`src/design/homogeneous_point_transform_core_defines.svh`:
```
// ----------------------------------------------------------------------------
// homogeneous point transform assertion macros
// shared assertion forms for the transform core
// ----------------------------------------------------------------------------
`ifndef HOMOGENEOUS_POINT_TRANSFORM_CORE_DEFINES_SVH
`define HOMOGENEOUS_POINT_TRANSFORM_CORE_DEFINES_SVH

// implication checked on every rising clock edge outside reset
`define HPT_ASSERT_IMPL(label, ante, cons) \
	label: assert property (@(posedge clk) disable iff (!arst_n) (ante) |-> (cons)) \
		else $error("assertion failed");

// implication checked in the cycle after the antecedent
`define HPT_ASSERT_NEXT(label, ante, cons) \
	label: assert property (@(posedge clk) disable iff (!arst_n) (ante) |=> (cons)) \
		else $error("assertion failed");

`endif

```
`src/design/hpt_pkg.sv`:
```
// ----------------------------------------------------------------------------
// hpt_pkg
// shared types, widths and constants of the homogeneous point transform
// ----------------------------------------------------------------------------
package hpt_pkg;

	localparam int FracBits = 16;
	localparam int DataW = 32;
	localparam int DivW = DataW + FracBits;
	localparam int DivSteps = DivW;
	localparam int LaneSumW = 2 * DataW + 4;

	typedef enum logic [1:0] {
		MODE_LOAD = 2'd0,
		MODE_POINT = 2'd1,
		MODE_DIR = 2'd2,
		MODE_DIR_T = 2'd3
	} mode_t;

	typedef logic signed [DataW-1:0] word_t;

	typedef struct packed {
		logic point;
		logic [2:0] lane_ovf;
		logic w_zero;
		logic w_one;
	} ctl_t;

	localparam logic signed [DataW-1:0] SatMax = {1'b0, {(DataW-1){1'b1}}};
	localparam logic signed [DataW-1:0] SatMin = {1'b1, {(DataW-1){1'b0}}};
	localparam logic signed [DataW-1:0] OneVal = DataW'(1) << FracBits;

	// saturate a wide signed value to one word
	function automatic logic [DataW:0] sat_word(input logic signed [LaneSumW-1:0] v);
		logic [DataW:0] r;
		r = {1'b0, v[DataW-1:0]};
		if (v > LaneSumW'(SatMax)) r = {1'b1, SatMax};
		else if (v < LaneSumW'(SatMin)) r = {1'b1, SatMin};
		return r;
	endfunction

endpackage

```
`src/design/hpt_merge.sv`:
```
// ----------------------------------------------------------------------------
// hpt_merge
// combines lane results, divided values and w tests into one result beat
// ----------------------------------------------------------------------------
module hpt_merge (
	input hpt_pkg::ctl_t ctl,
	input hpt_pkg::word_t raw [3],
	input logic [hpt_pkg::DivW-1:0] quo [3],
	input logic [2:0] neg,
	output hpt_pkg::word_t res [3],
	output logic fault,
	output logic ovf
);

	logic [2:0] dovf;

	// select pass, divide or zero-w saturation per component
	always_comb begin
		dovf = '0;
		for (int i = 0; i < 3; i++) begin
			res[i] = raw[i];
			if (ctl.point && ctl.w_zero) begin
				if (raw[i] == '0) res[i] = '0;
				else res[i] = raw[i][hpt_pkg::DataW-1] ? hpt_pkg::SatMin : hpt_pkg::SatMax;
			end else if (ctl.point && !ctl.w_one) begin
				if (neg[i]) begin
					if (quo[i] > hpt_pkg::DivW'({1'b1, {(hpt_pkg::DataW-1){1'b0}}})) begin
						res[i] = hpt_pkg::SatMin;
						dovf[i] = 1'b1;
					end else begin
						res[i] = hpt_pkg::DataW'(-quo[i]);
					end
				end else if (quo[i] > hpt_pkg::DivW'(hpt_pkg::SatMax)) begin
					res[i] = hpt_pkg::SatMax;
					dovf[i] = 1'b1;
				end else begin
					res[i] = quo[i][hpt_pkg::DataW-1:0];
				end
			end
		end
		fault = ctl.point && ctl.w_zero;
		ovf = (|ctl.lane_ovf) || (|dovf);
	end

endmodule

```
`config.mk`:
```
export PLATFORM = sky130hd
export DESIGN_NAME = hpt_merge
export DESIGN_NICKNAME = d
export VERILOG_FILES = /design/src/design/homogeneous_point_transform_core_defines.svh /design/src/design/hpt_pkg.sv /design/src/design/hpt_merge.sv
export SDC_FILE = /design/constraint.sdc
export NUM_CORES = 1
export LEC_CHECK = 0
export ABC_AREA = 1
export BUFFER_PORTS_ARGS = -buffer_cell sky130_fd_sc_hd__buf_4
export CAP_MARGIN = 20
export CORE_AREA = 2 2 134 136
export DETAILED_ROUTE_END_ITERATION = 16
export DIE_AREA = 0 0 136 138
export GPL_ROUTABILITY_DRIVEN = 1
export GPL_TIMING_DRIVEN = 1
export PLACE_DENSITY_LB_ADDON = 0.2
export SYNTH_ARGS = -nofsm -noshare
export SYNTH_HDL_FRONTEND = slang
export SYNTH_SLANG_ARGS = --single-unit
```
`constraint.sdc`:
```
create_clock -name vclk -period 4.8
set_input_delay 0.48 -clock vclk [all_inputs]
set_output_delay 0.48 -clock vclk [all_outputs]
set_load 0.01 [all_outputs]
```
==> results.md <==
- The clock buffer instance count of the final layout is 0.
- The die area is 18800 um^2.
- The global-route track usage on met3 is 0.0429.
- The proportion of power drawn by flip-flops and latches is 0.
- Counting every instance in the synthesized netlist gives 1523.
- The fraction of power consumed by combinational cells is 1.000.
- The net count reported at finish is 2062.
- Max-cap violations in this run came to 0.
- In this run the tightest slew margin relative to its limit is 0.361.
- Along the worst path, the maximum fanout reaches 29.
- The total area of multi-input combinational cells is 5980 um^2.
- The area growth from synthesis to layout is 39.0%.
- STA puts the critical path data arrival time at 3.02 ns.
- The peak per-stage delay on the critical path is 0.53 ns.
- The sequential cell area fraction in the yosys report is 0.
- The final sum of negative setup slack is 0 ns.
- Summed over all nets, the switching power comes to 0.438 mW.
- Setup repair after global routing left no endpoint under its margin.
- The portion of synthesized cell area occupied by the leading cell type is 0.275.
- Measured along the y axis, the die boundary spans 138 um.
- The count of pins on the block boundary is 347.
- The kind of cell adding the most delay to the critical path is simple AND/OR/NAND/NOR gates.
- The number of nets in the synthesized netlist is 1775.
- The Yosys step of the flow raised 0 warnings.
- The number of gates resized after CTS was 0.
- The via count of the first global-routing pass is 9738.
- The switching portion of total power is 0.547.
- The signal on the critical path passes through buf_4 > inv_1 > ha_1 > nand2_2 > nor2_4 > nand2_2 > nor2_1 > nand2_1 > nand2_2 > nand2_2 > o21bai_1 > nand2_1 > nand2_1 > buf_4.
- Of the total power, the clock network draws 0.
- In the final layout, the share of cells above drive strength 1 is 0.216.
- For the pin with the worst max-slew slack, the measured transition is 0.957 ns.
- Internal power comes to 0.362 mW.
- The worst setup path is captured at an output port.
- The post-route clock period utilization is 0.730.
- Counting the fill cells in the layout gives 1953.
- The flow ran to the end, and the final reports show no timing, DRC or antenna violations.
- Setup violations remaining at the end of the flow were counted as 0.
- In this run the most used layer during global routing was met2.
- The remaining design rule violation count is 0.
- The buffer count from post-CTS setup fixing is 0.
- The post-layout instance count excluding filler cells is 2037.
- Across the VDD grid, the largest voltage drop is 0.0501 mV.
- Once detail routing completed, the nets flagged for antenna violations numbered 0.
- The first detailed-routing pass took 5 iterations.
- There are 0 flip-flops and latches.
- The tightest min-delay check is of the in2out type.
- Final hold analysis gives a worst-case slack of 1.23 ns.
- Among all stages on the critical path, the largest delay is contributed by nand2_2.
- In this run the cell area of the synthesized design comes to 6860 um^2.
- The wire length of the first global-routing pass is 50200 um.
- Among the stages of the critical path, the cell type that occurs most often is nand2_2.
- Leaving out fill and tap cells, the most frequent cells in the layout are 502 x nand2_1, 352 x buf_4, 339 x nor2_1.
- For this design the static power due to leakage is 4.74 nW.
- The aggregate global routing overflow is 0.
- Dividing the detail-routed via count by the number of cells gives 5.33.
- The total half-perimeter wirelength after legalization and detailed placement is 26300 um.
- The number of placed instances, taps included, is 2036.
- The fmax is 285 MHz.
- The routability-driven placement congestion ratio is 1.01.
- The largest total area in the synthesized netlist belongs to nand2_1.
- The initial antenna violation count is 0.
- Ranked by total cell area, the synthesized netlist is headed by nand2_1 27%, nor2_1 19%, inv_1 8.1%, nand3_1 7.8%, o21ai_0 6.1%.
- Across every metal layer, demand over resource in global routing totals 0.326.
- The sequential cell area in the final layout is 0 um^2.
- The count of vias placed by the detailed router is 10900.
- The effective utilization at floorplan is 0.391.
- The minimum clock period after layout is 3.50 ns.
- The global routing met2 resource utilization is 0.542.
- The x dimension of the die is 136 um.
- The core region area is 17500 um^2.
- The placement row count is 49.
- In the global route stage, met1 resource usage came out at 0.428.
- Buffers placed on the I/O ports in this run total 347.
- The number of antenna diodes in the final layout is 0.
- The commonest non-fill, non-tap cell in the layout is nand2_1.
- A synthesized cell averages 4.51 um^2.
- The startpoint kind of the worst setup timing path is an input pin.
- The post-cts hold buffer count is 0.
- Power comes to 0.800 mW.
- The average wire per cell in the routed design is 16.0 um.
- The required time at the worst-slack endpoint is 4.32 ns.
- The aggregate routed wire length is 32500 um.
- The maximum number of pins on one net before global-route repair is 63.
- Counting both buffers and inverters, the worst setup path holds a total of 3.
- Power spread over the standard cell area amounts to 83.9 nW/um^2.
- Yosys mapped the design onto 30 distinct sky130hd cell types.
- The final design utilization is 0.544.
- By startpoint and endpoint, the worst setup path is classified as in2out.
- The number of violations reported at the end of detailed-routing iteration 0 is 844.
- The number of max-slew violations in the final report is 0.
- The final hold violation count came to 0.
## power by group through the flow
stage | Sequential, mW | Clock [mW] | Combinational, mW
floorplan | 0 | 0 | 0.373
global placement | 0 | 0 | 0.785
detailed placement | 0 | 0 | 0.787
CTS | 0 | 0 | 0.791
global route | 0 | 0 | 0.873
finish | 0 | 0 | 0.800
## final cells by class
| cell class | instances | share of cell area |
|---|---|---|
| inverter | 151 | 0.0594 |
| multi-input combinational | 1302 | 0.627 |
| tap | 229 | 0.0300 |
| timing repair buffer | 355 | 0.284 |
## routing by layer
metal	wire, um	up-vias
met2	14800	560
met4	1460	0
met3	2920	81
met5	0	-
li1	-	5413
met1	13400	4810
## Yosys cell counts (2+ instances only)
cell / count
buf_4: 2
clkbuf_1: 46
ha_1: 3
a21oi_1: 74
nand2_4: 2
nor2_4: 4
o21ai_0: 83
clkinv_1: 2
nand2_1: 502
buf_6: 4
buf_1: 10
nor4_1: 12
and2_1: 4
nor3_1: 4
nand4_1: 48
inv_1: 148
nor2_1: 340
xor2_1: 28
o21bai_2: 4
nand3_2: 8
nand2_2: 9
o21bai_1: 14
buf_2: 7
o21ai_1: 3
nand3_1: 107
xnor2_1: 19
nor2_2: 5
nand3b_1: 29
## worst paths after layout
path,startpoint,to,slack [ns],cells past startpoint
worst max-delay path,quo[0],res[28],1.30,14
worst min-delay path,ctl[4],ovf,1.23,4
## cells by family after synthesis
family	share of synthesized area
AND/OR/NAND/NOR	0.666
buffers and inverters	0.130
AO/OA/AOI/OAI	0.139
XOR/XNOR	0.0600
adder cells (fa/ha/maj)	0.00547
## per-stage QoR
stage,instance area [um^2],setup WS (ns)
after floorplan,6860,2.47
after global placement,9490,1.41
after CTS,9520,1.36
after global routing,9540,1.09
final,9540,1.30
after detailed placement,9520,1.36
No activity file was read; power rests on OpenSTA's default activity.
